**config.mk**
```make
export PLATFORM = sky130hd
export DESIGN_NAME = false_colour_heatmap_mapper
export DESIGN_NICKNAME = d
export VERILOG_FILES = /design/src/rtl/fchm_pkg.sv /design/src/rtl/fchm_sub.sv /design/src/rtl/false_colour_heatmap_mapper.sv
export SDC_FILE = /design/constraint.sdc
export NUM_CORES = 1
export LEC_CHECK = 0
export BUFFER_PORTS_ARGS = -buffer_cell sky130_fd_sc_hd__buf_2
export CAP_MARGIN = 40
export CORE_UTILIZATION = 37
export DETAILED_ROUTE_END_ITERATION = 8
export GPL_TIMING_DRIVEN = 0
export PLACE_DENSITY = 0.5
export SLEW_MARGIN = 25
export SYNTH_ARGS = -nofsm -noshare
export SYNTH_HDL_FRONTEND = slang
export SYNTH_HIERARCHICAL = 1
export SYNTH_SLANG_ARGS = --single-unit
```
**constraint.sdc**
```tcl
create_clock -name clk -period 9.5 [get_ports clk]
set_input_delay 2.375 -clock clk [delete_from_list [all_inputs] [get_ports clk]]
set_output_delay 2.375 -clock clk [all_outputs]
set_load 0.05 [all_outputs]
```
**src/rtl/fchm_pkg.sv**
```systemverilog
package fchm_pkg;

	localparam int LEVEL_BITS = 10;
	localparam int COLOUR_BITS = 8;
	localparam int DIV_STEPS = LEVEL_BITS;
	localparam int COUNT_BITS = $clog2(DIV_STEPS);
	localparam int OUT_FIELD_BITS = 3 * COLOUR_BITS + LEVEL_BITS;
	localparam int OUT_DATA_BITS = ((OUT_FIELD_BITS + 7) / 8) * 8;
	localparam int USER_BITS = 2;
	localparam logic REQ_MEASURE = 1'b0;
	localparam logic REQ_MAP = 1'b1;
	localparam logic [LEVEL_BITS-1:0] LEVEL_TOP = {LEVEL_BITS{1'b1}};

	typedef enum logic [2:0] {
		ST_IDLE,
		ST_MEAS_MAX,
		ST_MEAS_MIN,
		ST_MAP_RANGE,
		ST_MAP_LOW,
		ST_MAP_HIGH,
		ST_DIV,
		ST_OUT
	} state_t;

	typedef struct packed {
		logic neg;
		logic zero;
	} sub_flags_t;

endpackage

```
**src/rtl/fchm_sub.sv**
```systemverilog
module fchm_sub #(
	parameter int WIDTH = 34
) (
	input  logic [WIDTH-1:0] a,
	input  logic [WIDTH-1:0] b,
	output logic [WIDTH-1:0] diff,
	output fchm_pkg::sub_flags_t flags
);

	assign diff = a - b;
	assign flags.neg = diff[WIDTH-1];
	assign flags.zero = (diff == '0);

endmodule

```
**src/rtl/false_colour_heatmap_mapper.sv**
```systemverilog
// Maps signed fixed-point temperature samples to false colours. A frame is sent twice: measure
// items (tuser bit 0 low) update a running minimum and maximum, cleared first when tuser bit 1
// is high, and produce no output item; map items (tuser bit 0 high) produce one output item
// with the ramp level floor(1024*(v-min)/(max-min)), saturated to 0..1023, and its
// blue-cyan-green-yellow-red colour. All comparisons and the division run through one shared
// subtractor; a new item is taken only in idle. A measure item passes through ST_MEAS_MAX and
// ST_MEAS_MIN. A map item goes from ST_MAP_RANGE, ST_MAP_LOW or ST_MAP_HIGH to ST_OUT when the
// range is empty, the sample is at most the minimum or at least the maximum; else it runs
// the ten-step restoring division in ST_DIV. ST_OUT holds the output item until it is taken.
module false_colour_heatmap_mapper #(
	parameter int SAMPLE_BITS = 32
) (
	input  logic clk,
	input  logic arst_n,
	input  logic s_axis_tvalid,
	output logic s_axis_tready,
	// sample
	input  logic [((SAMPLE_BITS+7)/8)*8-1:0] s_axis_tdata,
	// req_type, start_frame
	input  logic [fchm_pkg::USER_BITS-1:0] s_axis_tuser,
	output logic m_axis_tvalid,
	input  logic m_axis_tready,
	// red, green, blue, level
	output logic [fchm_pkg::OUT_DATA_BITS-1:0] m_axis_tdata
);

	localparam int ALU_BITS = SAMPLE_BITS + 2;
	localparam logic [SAMPLE_BITS-1:0] MOST_POS = {1'b0, {(SAMPLE_BITS-1){1'b1}}};
	localparam logic [SAMPLE_BITS-1:0] MOST_NEG = {1'b1, {(SAMPLE_BITS-1){1'b0}}};
	localparam logic [fchm_pkg::COUNT_BITS-1:0] LAST_STEP =
		fchm_pkg::COUNT_BITS'(fchm_pkg::DIV_STEPS - 1);

	fchm_pkg::state_t state_q, state_next;

	logic [SAMPLE_BITS-1:0] v_q;
	logic [SAMPLE_BITS-1:0] min_q;
	logic [SAMPLE_BITS-1:0] max_q;
	logic [SAMPLE_BITS-1:0] den_q;
	logic [SAMPLE_BITS-1:0] rem_q;
	logic [fchm_pkg::LEVEL_BITS-1:0] k_q;
	logic [fchm_pkg::COUNT_BITS-1:0] count_q;

	logic [ALU_BITS-1:0] op_a, op_b, diff;
	fchm_pkg::sub_flags_t flags;

	logic [ALU_BITS-1:0] v_ext, min_ext, max_ext;
	logic in_fire;
	logic [fchm_pkg::COLOUR_BITS-1:0] red, green, blue, low;

	assign v_ext = {{2{v_q[SAMPLE_BITS-1]}}, v_q};
	assign min_ext = {{2{min_q[SAMPLE_BITS-1]}}, min_q};
	assign max_ext = {{2{max_q[SAMPLE_BITS-1]}}, max_q};
	assign in_fire = s_axis_tvalid && s_axis_tready;

	fchm_sub #(
		.WIDTH(ALU_BITS)
	) u_sub (
		.a(op_a),
		.b(op_b),
		.diff(diff),
		.flags(flags)
	);

	always_comb begin
		state_next = state_q;
		case (state_q)
			fchm_pkg::ST_IDLE: begin
				if (in_fire) begin
					if (s_axis_tuser[0] == fchm_pkg::REQ_MAP) begin
						state_next = fchm_pkg::ST_MAP_RANGE;
					end else begin
						state_next = fchm_pkg::ST_MEAS_MAX;
					end
				end
			end
			fchm_pkg::ST_MEAS_MAX: state_next = fchm_pkg::ST_MEAS_MIN;
			fchm_pkg::ST_MEAS_MIN: state_next = fchm_pkg::ST_IDLE;
			fchm_pkg::ST_MAP_RANGE: begin
				if (flags.neg || flags.zero) begin
					state_next = fchm_pkg::ST_OUT;
				end else begin
					state_next = fchm_pkg::ST_MAP_LOW;
				end
			end
			fchm_pkg::ST_MAP_LOW: begin
				if (flags.neg || flags.zero) begin
					state_next = fchm_pkg::ST_OUT;
				end else begin
					state_next = fchm_pkg::ST_MAP_HIGH;
				end
			end
			fchm_pkg::ST_MAP_HIGH: begin
				if (flags.neg) begin
					state_next = fchm_pkg::ST_DIV;
				end else begin
					state_next = fchm_pkg::ST_OUT;
				end
			end
			fchm_pkg::ST_DIV: begin
				if (count_q == LAST_STEP) begin
					state_next = fchm_pkg::ST_OUT;
				end
			end
			fchm_pkg::ST_OUT: begin
				if (m_axis_tready) begin
					state_next = fchm_pkg::ST_IDLE;
				end
			end
			default: state_next = fchm_pkg::ST_IDLE;
		endcase
	end

	always_comb begin
		s_axis_tready = 1'b0;
		m_axis_tvalid = 1'b0;
		op_a = v_ext;
		op_b = min_ext;
		case (state_q)
			fchm_pkg::ST_IDLE: s_axis_tready = 1'b1;
			fchm_pkg::ST_MEAS_MAX: begin
				op_a = max_ext;
				op_b = v_ext;
			end
			fchm_pkg::ST_MEAS_MIN: begin
				op_a = v_ext;
				op_b = min_ext;
			end
			fchm_pkg::ST_MAP_RANGE: begin
				op_a = max_ext;
				op_b = min_ext;
			end
			fchm_pkg::ST_MAP_LOW: begin
				op_a = v_ext;
				op_b = min_ext;
			end
			fchm_pkg::ST_MAP_HIGH: begin
				op_a = v_ext;
				op_b = max_ext;
			end
			fchm_pkg::ST_DIV: begin
				op_a = {1'b0, rem_q, 1'b0};
				op_b = {2'b00, den_q};
			end
			fchm_pkg::ST_OUT: m_axis_tvalid = 1'b1;
			default: begin
				s_axis_tready = 1'b0;
			end
		endcase
	end

	always_ff @(posedge clk or negedge arst_n) begin
		if (!arst_n) begin
			state_q <= fchm_pkg::ST_IDLE;
			min_q <= MOST_POS;
			max_q <= MOST_NEG;
			count_q <= '0;
		end else begin
			state_q <= state_next;
			case (state_q)
				fchm_pkg::ST_IDLE: begin
					if (in_fire && s_axis_tuser[0] == fchm_pkg::REQ_MEASURE
							&& s_axis_tuser[1]) begin
						min_q <= MOST_POS;
						max_q <= MOST_NEG;
					end
					count_q <= '0;
				end
				fchm_pkg::ST_MEAS_MAX: begin
					if (flags.neg) begin
						max_q <= v_q;
					end
				end
				fchm_pkg::ST_MEAS_MIN: begin
					if (flags.neg) begin
						min_q <= v_q;
					end
				end
				fchm_pkg::ST_DIV: count_q <= count_q + 1'b1;
				default: begin
					count_q <= count_q;
				end
			endcase
		end
	end

	always_ff @(posedge clk) begin
		case (state_q)
			fchm_pkg::ST_IDLE: begin
				if (in_fire) begin
					v_q <= s_axis_tdata[SAMPLE_BITS-1:0];
				end
				k_q <= '0;
			end
			fchm_pkg::ST_MAP_RANGE: den_q <= diff[SAMPLE_BITS-1:0];
			fchm_pkg::ST_MAP_LOW: rem_q <= diff[SAMPLE_BITS-1:0];
			fchm_pkg::ST_MAP_HIGH: begin
				if (!flags.neg) begin
					k_q <= fchm_pkg::LEVEL_TOP;
				end
			end
			fchm_pkg::ST_DIV: begin
				if (!flags.neg) begin
					rem_q <= diff[SAMPLE_BITS-1:0];
				end else begin
					rem_q <= {rem_q[SAMPLE_BITS-2:0], 1'b0};
				end
				k_q <= {k_q[fchm_pkg::LEVEL_BITS-2:0], ~flags.neg};
			end
			default: begin
				k_q <= k_q;
			end
		endcase
	end

	assign low = k_q[fchm_pkg::COLOUR_BITS-1:0];

	always_comb begin
		case (k_q[fchm_pkg::LEVEL_BITS-1:fchm_pkg::COLOUR_BITS])
			2'd0: begin
				red = '0;
				green = low;
				blue = '1;
			end
			2'd1: begin
				red = '0;
				green = '1;
				blue = ~low;
			end
			2'd2: begin
				red = low;
				green = '1;
				blue = '0;
			end
			default: begin
				red = '1;
				green = ~low;
				blue = '0;
			end
		endcase
	end

	assign m_axis_tdata = {{(fchm_pkg::OUT_DATA_BITS - fchm_pkg::OUT_FIELD_BITS){1'b0}},
		k_q, blue, green, red};

endmodule

```
# Word level (Yosys, flattened, before mapping)

Index checks and enable logic that the tools add are counted.

Output and inout port bits: 42
Bits of input ports: 38
Register bits after elaboration: 177
Word-level logic and storage cells: 75

$add $sub $neg: 2
Bitwise operators: 3
Reduce and logical (&&, ||, !) cells: 20
Equality and inequality tests: 17
Muxes and demuxes: 25

Operators with widths:

| operator            | count |
|---|---|
| $pmux 32 s2         | 3 |
| $mux 32             | 4 |
| $pmux 34 s3         | 1 |
| $pmux 34 s2         | 1 |
| $pmux 8 s2          | 3 |
| $logic_not 34->1    | 1 |
| $sub 34x34->34      | 1 |
| $pmux 10 s3         | 1 |
| $pmux 3 s8          | 1 |
| $eq 3x3->1 const B  | 4 |
| $mux 10             | 1 |
| $ne 2x2->1 const B  | 5 |
| $mux 3              | 3 |
| $reduce_and 3->1    | 3 |
| $not 8->8           | 1 |
| $pmux 4 s2          | 1 |
| $reduce_bool 2->1   | 4 |
| $eq 3x2->1 const B  | 2 |
| $mux 2              | 3 |
| $reduce_or 2->1     | 3 |
| $add 4x1->4 const B | 1 |
| $eq 4x4->1 const B  | 1 |
| $ne 2x1->1 const B  | 2 |
| $reduce_and 2->1    | 2 |
| 10 further kinds    | 15 |

# Logic depth before layout (Yosys ltp)

Gate-level depths: netlist of run 1.

Depth after elaboration: 8
Gate-level depth with buffers: 24
Mapped depth without buffers: 21

# Hierarchy

The synthesis of run 1 kept the hierarchy.

Modules (own cells, without submodules):

| module                      | instances | cells an instance | area each (um^2) | sequential area each (um^2) |
|---|---|---|---|---|
| false_colour_heatmap_mapper | 1         | 787               | 8,774.7          | 4,999.8 |
| fchm_sub                    | 1         | 296               | 1,971.9          | 0.0 |

# Worst setup path before layout of run 1

OpenSTA, ideal clock, no wires.

Kind: reg-to-reg
Start point: register state_q[0]
End point: register state_q[1]
Clock period less this slack: 5.228 ns
Setup time: 0.065 ns
Data required time: 9.435 ns
Cell stages (with the launch flop): 24
Buffers on the path: 4
Path slack: 4.272 ns
Data arrival time: 5.163 ns
Cell sequence: dfrtp_1 -> buf_2 -> buf_2 -> buf_2 -> clkbuf_1 -> o211ai_1 -> o21ai_0 -> ha_1 -> inv_1 -> fa_1 -> a211o_1 -> a21o_2 -> xor2_1 -> nor4b_2 -> or4b_1 -> or4_1 -> nor4_2 -> nand4_1 -> or4_1 -> nor3_2 -> nor2_1 -> a211o_1 -> a21oi_1 -> a2111o_1

RTL lines:

| what                   | line                               | text |
|---|---|---|
| from (decl)            | false_colour_heatmap_mapper.sv:33  | `fchm_pkg::state_t state_q, state_next;` |
| from (signal assigned) | false_colour_heatmap_mapper.sv:153 | `state_q <= fchm_pkg::ST_IDLE;` |
| from (signal assigned) | false_colour_heatmap_mapper.sv:158 | `state_q <= state_next;` |

==> results of run 1 <==
## kinds of logic after synthesis
group           synth area share, %
mux                            9.12
other cells                  0.0349
fa+ha+maj                      4.73
compound gates                 20.0
simple gates                   11.4
buf+inv                        5.48
flops                          46.5
xor+xnor                       2.69
## worst max path at each step
stage,to,cells after the start,from,slack (ps)
6_report,state_q[1]$_DFFE_PN0P_,23,state_q[0]$_DFFE_PN0P_,2900
5_1_grt,state_q[1]$_DFFE_PN0P_,23,state_q[0]$_DFFE_PN0P_,2660
4_1_cts,state_q[1]$_DFFE_PN0P_,22,state_q[1]$_DFFE_PN0P_,2950
3_5_place_dp,state_q[1]$_DFFE_PN0P_,22,state_q[1]$_DFFE_PN0P_,3000
3_3_place_gp,k_q[6]$_DFFE_PP_,20,state_q[0]$_DFFE_PN0P_,2670
2_1_floorplan,state_q[1]$_DFFE_PN0P_,23,state_q[0]$_DFFE_PN0P_,4270
## Yosys cell counts, types with 5 or more instances
cell type    n
a22oi_1     30
nor2_1      31
a211oi_1    13
mux2_2      31
nand2b_1     6
o211ai_1    32
xor2_1      12
buf_2       21
buf_4        7
a21oi_1     47
o21ai_1     12
nand2_1    189
o21bai_1     5
o21ai_0     75
edfxtp_1   106
xnor2_1     21
dfrtp_1     39
ha_1        39
o22a_1      31
a31oi_1      5
a21o_1      37
nand3_1     10
inv_1       60
mux2i_1     63
nor3_1       7
clkbuf_1    41
dfstp_2     32
## layer usage
metal  GRT usage [%]  up-vias  wire (um)
met1            31.7     4135      15700
li1                -     4127          -
met3            3.34       26       1390
met4            6.43        0        561
met5               0        -          0
met2            36.9      233      14900
## layout make-up
class                           instances  share of cell area, %
Buffer                                 76                   2.91
Clock buffer                           23                   3.70
Clock inverter                          9                   1.47
Inverter                               61                   1.85
Multi-Input combinational cell        774                   41.9
Sequential cell                       177                   40.4
Tap cell                              384                   3.88
Timing Repair Buffer                   81                   3.96
## registers in the layout, indices dropped and copies added, names as in the netlist
signal,flops
rem_q,32
v_q,32
min_q,32
k_q,10
count_q,4
max_q,32
den_q,32
state_q,3
## critical path: stages (launching register included)
cell and delay [ps]:
dfrtp_1 320, buf_2 200, buf_2 250, buf_2 310
clkbuf_1 500, o211ai_1 170, o21ai_0 140, ha_1 230
inv_1 60, fa_1 410, a211o_1 340, a21o_2 260
xor2_1 200, nor4b_2 340, or4b_1 520, or4_1 480
nor4_2 160, nand4_1 160, or4_1 560, nor3_2 250
nor2_1 100, a211o_1 290, a21oi_1 160, a2111o_1 130
## metrics by stage
step	cell area, sq um	util, %	setup slack [ps]	hold WS [ps]	std cells
after floorplan	10800	-	4270	471	1088
after global placement	11600	40.6	2670	493	1545
after detailed placement	11700	41.0	3000	502	1552
after CTS	12400	43.3	2950	520	1584
after global routing	12400	43.3	2660	534	1585
final	12400	43.3	2900	518	1585
==> results.ini, run 1 <==
[status]
status = finished, final reports clean

[min_path]
whs_path_depth = 2
min_from = max_q[17]$_DFFE_PN0P_
hold_class = flop to flop
min_to = max_q[17]$_DFFE_PN0P_

[clocking]
root_buffer = clkbuf_16
cts_setup_buffers = 0
cts_resized = 0
clock_path_buffers = 2
cts_tree = built
clkSinkCount = 177
cts_buffers = 17
cts.clk_slew.worst_paths_ps = 80
clock_latency_ps = 450
cts_hold_buf = 0
htree_levels = 4

[logic_synthesis]
synth-main-ff-cell = edfxtp_1
async_flop_share_pct = 40.1
syn_area_sq_mm = 0.0107
syn_avg_cell_area_sq_um = 9.92
synthDistinctLibCells = 70
post-synth-top-area-cell = edfxtp_1
netlist_instances = 1083
synth_edf_count = 106
ys_seq_area_share_pct = 46.5
yosysWarnings = 6
ys_seq_elements = 177
synth_top_area_share_pct = 29.6
synthTopCellsByArea = edfxtp_1, dfrtp_1, dfstp_2, nand2_1, mux2i_1

[floorplan]
placementRows = 62
die_y_um = 172
design.die.area_sq_mm = 0.0297
fp.dieW_um = 172
start_util_pct = 37.5
io_pins = 80
core_sq_mm = 0.0286

[sta]
finalCriticalPeriod_ps = 6600
hold_viol = 0
rsz0062_at_grt = no
slew_headroom_pct = 42.9
fmax_mhz = 151
drv_slew = 0
fin_crit_sh_pct = 69.5
tightest_slew_ps = 857
setup-tns-final_ps = 0
clock_skew_ps = 23.4
setup_viol = 0

[global_routing]
grt_pass1_wl_mm = 50.0
gr-total-overflow = 0
grt_start_max_net_pins = 37
antenna_found_initial = 0
grt_usage_pct = 22.8
grt_pass1_vias = 8370

[critical_path]
critPathKind = flop to flop
ff2ff_path_depth = 23
setup.worst_path.end_class = flop
worstSetupStartpointType = flop
worstReg2RegEnd = state_q[1]$_DFFE_PN0P_
crit_arrival_ps = 6980
rr_startpoint = state_q[0]$_DFFE_PN0P_
worstPathRequired_ps = 9880
crit_fanout = 10
rrSetupSlack_ps = 2900

[final_layout]
multi_input_area_sq_mm = 0.00518
fill_cells = 2769
syn_to_final_growth_pct = 15.3
antenna_cells = 0
final_nets = 1266
seqCellArea_sq_mm = 0.00500
layout_common_cells = nand2_1, edfxtp_1, buf_2
layout-drive-gt1-share_pct = 18.1
final_common_cell = nand2_1

[placed_design]
gp_congestion = 0.897
hpwl_mm = 23.8
portBuffers = 73

[detailed_routing]
drtPass1Iterations = 5
drc = 0
wire_per_inst_um = 20.5
drt_iter0_drc = 537
viasPerCell = 5.38
postRouteAntennaNets = 0
routed_wl_mm = 32.5
vias = 8521

[flow_run]
drv_cap = 0

Power of run 1 is left out: the tool's default activity adds up to more than one toggle a clock period on the data nets, which glitch-free logic cannot reach.
==> run 2: changes to the inputs <==
- ABC_AREA: default -> 1
- clock period: 9.5 -> 6.45 ns (I/O delays scaled with it)
==> results.ini, run 2 <==
[status]
status = finished, final reports clean

[final_layout]
finish.utilization_pct = 42.9
syn_to_final_growth_pct = 14.2
final_common_cell = nand2_1
final_nets = 1753
layout_common_cells = nand2_1, inv_1, edfxtp_1
antenna_cells = 0
layout-drive-gt1-share_pct = 12.7

[min_path]
hold_class = flop to flop

[critical_path]
crit_fanout = 10
cpMaxStageDelayCell = clkbuf_1
crit_chain = buf_2 -> inv_2 -> nand2_2 -> nor2_1 -> buf_2 -> nand2_1 -> o2111ai_1 -> inv_1 -> ha_1 -> nand2_1 -> nor2_1 -> nand3_1 -> nand3_2 -> nand2_1 -> nand2_1 -> nand2_1 -> nand2_1 -> xor2_1 -> inv_1 -> buf_4 -> nand2_1 -> clkbuf_1 -> nand3_1 -> nand2_1
critPathKind = flop to flop
setup.worst_path.end_class = flop
crit_family = simple AND/OR/NAND/NOR gates
worstPathRequired_ps = 6830
worstSetupStartpointType = flop
crit_arrival_ps = 5300
crit_path_frequent_cell = nand2_1
cp_slowest_stage_delay_ps = 530
worst-path-buf-inv = 7

[detailed_routing]
drt_iter0_drc = 1004
viasPerCell = 4.91
drtPass1Iterations = 6
routed_wl_mm = 36.7
vias = 10200
postRouteAntennaNets = 0
wire_per_inst_um = 17.6
drc = 0

[clocking]
cts_hold_buf = 0
root_buffer = clkbuf_16
cts_setup_buffers = 0
clock_path_buffers = 2
htree_levels = 4
clock_latency_ps = 440
cts_resized = 0
cts.clk_slew.worst_paths_ps = 70
cts_tree = built
cts_buffers = 17
clkSinkCount = 177

[sta]
setup-tns-final_ps = 0
rsz0062_at_grt = no
setup_viol = 0
tightest_slew_ps = 808
slew_headroom_pct = 46.2
clock_skew_ps = 7.94
fmax_mhz = 203
finalCriticalPeriod_ps = 4910
drv_slew = 0
fin_crit_sh_pct = 76.2
hold_viol = 0

[logic_synthesis]
syn_avg_cell_area_sq_um = 7.27
syn_area_sq_mm = 0.0114
yosysWarnings = 6
netlist_instances = 1574

[flow_run]
drv_cap = 0

[global_routing]
grt_pass1_wl_mm = 56.0
antenna_found_initial = 0
grt_start_max_net_pins = 49
gr-total-overflow = 0
grt_pass1_vias = 9532
grt_usage_pct = 24.0

[floorplan]
design.die.area_sq_mm = 0.0317
io_pins = 80
core_sq_mm = 0.0305
placementRows = 64
die_y_um = 178
fp.dieW_um = 178
start_util_pct = 37.5

[placed_design]
portBuffers = 73
hpwl_mm = 29.4
gp_congestion = 0.863

run 2: cell types whose count changed in the layout (fill, tap and decap cells not counted), moves of 24 or more:
cell,previous run,this run
nand3_1,10,70
nor2_1,30,57
o22a_1,31,0
a21oi_1,47,23
o21ai_0,74,33
o21ai_1,13,39
inv_1,59,261
mux2_2,31,0
mux2i_1,63,0
a21o_1,37,0
nand2_1,189,661
clkbuf_1,46,21
run 2: tightest hold or removal path, cell delays in order (launching register included):
cell,delay (ps)
dfstp_2,370
nand3_1,70
nand2_1,50
run 2: layout make-up:
type	instances	area, sq um
inverter	274	1030
timing repair buffer	77	478
multi-input combinational	1072	5160
clock inverter	11	126
fill	3268	17400
clock buffer	21	493
tap	396	495
sequential	177	5000
buffer	56	292
run 2: worst paths after layout:
| kind | from | end | slack (ps) | cells past startpoint |
|---|---|---|---|---|
| worst max-delay path | state_q[2]$_DFFE_PN0P_ | min_q[5]$_DFFE_PN1P_ | 1540 | 24 |
| worst min-delay path | min_q[22]$_DFFE_PN1P_ | min_q[22]$_DFFE_PN1P_ | 490 | 2 |
| worst max register to register | state_q[2]$_DFFE_PN0P_ | min_q[5]$_DFFE_PN1P_ | 1540 | 24 |
| worst min register to register | min_q[22]$_DFFE_PN1P_ | min_q[22]$_DFFE_PN1P_ | 490 | 2 |
| max in group asynchronous | arst_n | min_q[25]$_DFFE_PN1P_ | 4740 | 2 |
| min in group asynchronous | arst_n | max_q[4]$_DFFE_PN0P_ | 1080 | 1 |
run 2: layer usage:
layer	GRT usage [%]	wire, um
met3	4.82	2830
met2	35.4	15500
met1	35.7	18100
met4	5.34	380
met5	0	0
run 2: stage by stage:
step | std cells | setup slack [ps] | hold WS [ps] | cell area, sq um
after floorplan | 1579 | 2710 | 459 | 11500
after global placement | 2048 | 1510 | 472 | 12300
after detailed placement | 2052 | 1530 | 476 | 12500
after CTS | 2084 | 1480 | 488 | 13100
after global routing | 2084 | 1100 | 503 | 13100
final | 2084 | 1540 | 488 | 13100
Power of run 2 is left out for the same reason.
==> run 3: changes to the inputs <==
- PLACE_DENSITY: 0.5 -> 0.52
- clock period: 6.45 -> 4.42 ns (I/O delays scaled with it)
==> results.ini, run 3 (synthesis results as in run 2) <==
[final_layout]
final_nets = 1774
syn_to_final_growth_pct = 17.5
final_common_cell = nand2_1
finish.utilization_pct = 44.1
final_area_sq_mm = 0.0135
layout_common_cells = nand2_1, inv_1, edfxtp_1
final_cells = 2105
layout-drive-gt1-share_pct = 16.3
antenna_cells = 0

[placed_design]
place_inst = 2053
dpl_cell_area_sq_mm = 0.0125
hpwl_mm = 29.2
gp_congestion = 0.917
portBuffers = 73

[clocking]
cts_buffers = 17
cts.clk_slew.worst_paths_ps = 70
htree_levels = 4
root_buffer = clkbuf_16
clock_latency_ps = 440
clkSinkCount = 177
clock_path_buffers = 2
cts_tree = built
cts_hold_buf = 0

[sta]
clock_skew_ps = 8.08
slew_headroom_pct = 56.9
fmax_mhz = 244
drv_slew = 0
tightest_slew_ps = 645
hold_viol = 0
setup_viol = 0
finalCriticalPeriod_ps = 4100
hold_ws_ps = 487
fin_crit_sh_pct = 92.8

[detailed_routing]
routed_wl_mm = 37.0
viasPerCell = 4.97
postRouteAntennaNets = 0
drc = 0
drtPass1Iterations = 7
wire_per_inst_um = 17.6
vias = 10500
drt_iter0_drc = 879

[floorplan]
start_util_pct = 37.5
fp.dieW_um = 178
die_y_um = 178
core_sq_mm = 0.0305
placementRows = 64
io_pins = 80
design.die.area_sq_mm = 0.0317

[flow_run]
drv_cap = 0

[min_path]
min_from = min_q[22]$_DFFE_PN1P_
hold_class = flop to flop

[global_routing]
grt_pass1_vias = 9489
gr-total-overflow = 0
grt_pass1_wl_mm = 56.1
grt_usage_pct = 24.1
antenna_found_initial = 0
grt_start_max_net_pins = 49

[critical_path]
worst-path-buf-inv = 9
critPathKind = flop to flop
crit_path_start = state_q[0]$_DFFE_PN0P_
crit_fanout = 10
crit_family = buffers and inverters
cpMaxStageDelayCell = o221ai_1
worstSetupStartpointType = flop
worstPathRequired_ps = 4620
cp_slowest_stage_delay_ps = 420
crit_arrival_ps = 4300
crit_chain = buf_4 -> inv_2 -> nand3_4 -> clkbuf_2 -> o221ai_1 -> ha_2 -> a21oi_1 -> o21ai_0 -> nand2_1 -> nand3_1 -> nor2_1 -> nand2_1 -> xor2_2 -> inv_2 -> buf_4 -> inv_1 -> nor2_4 -> inv_2 -> buf_4 -> buf_4 -> nand2_1 -> nand2_1
setup.worst_path.end_class = flop
rr_startpoint = state_q[0]$_DFFE_PN0P_

[status]
status = finished, final reports clean

[run 3: routing by layer]
layer	global-route usage [%]	up-vias	wire (um)
li1	-	5232	-
met1	36.8	4858	18300
met2	35.7	346	15700
met3	2.74	20	2490
met4	6.02	0	485
met5	0	-	0
[run 3: repair_timing]
action	in CTS	in global routing
setup endpoints to repair	106	108
pin swaps	1	7
cloned	0	0
buffers inserted	2	18
gates resized for setup	36	64
[run 3: layout make-up]
| type | instances | area, sq um |
|---|---|---|
| fillers | 3192 | 17100 |
| multi-input cells | 1072 | 5350 |
| flip-flops and latches | 177 | 5000 |
| inverters | 274 | 1040 |
| repair buffers | 98 | 641 |
| well taps | 396 | 495 |
| clock buffers | 17 | 425 |
| plain buffers | 56 | 393 |
| clock inverters | 15 | 119 |
[run 3: stage by stage]
step	setup slack [ps]	TNS [ps]
final	317	0
after global routing	-6.05	-6.05
after CTS	-4.80	-7.54
after detailed placement	-464	-29230
after global placement	-498	-32180
after floorplan	889	0
[run 3: path summary, 6_finish.rpt]
| path | to | slack, ps | cells after the start |
|---|---|---|---|
| min | min_q[22]$_DFFE_PN1P_ | 490 | 2 |
| max in group asynchronous | min_q[26]$_DFFE_PN1P_ | 3180 | 2 |
| min reg2reg | min_q[22]$_DFFE_PN1P_ | 490 | 2 |
| max reg2reg | rem_q[10]$_DFFE_PP_ | 320 | 22 |
| min in group asynchronous | max_q[3]$_DFFE_PN0P_ | 590 | 1 |
| max | rem_q[10]$_DFFE_PP_ | 320 | 22 |
[run 3: tightest hold or removal path, stage by stage (launching register included)]
cell	delay (ps)
dfstp_2	370
nand3_1	70
nand2_1	50
Power of run 3 is left out for the same reason.
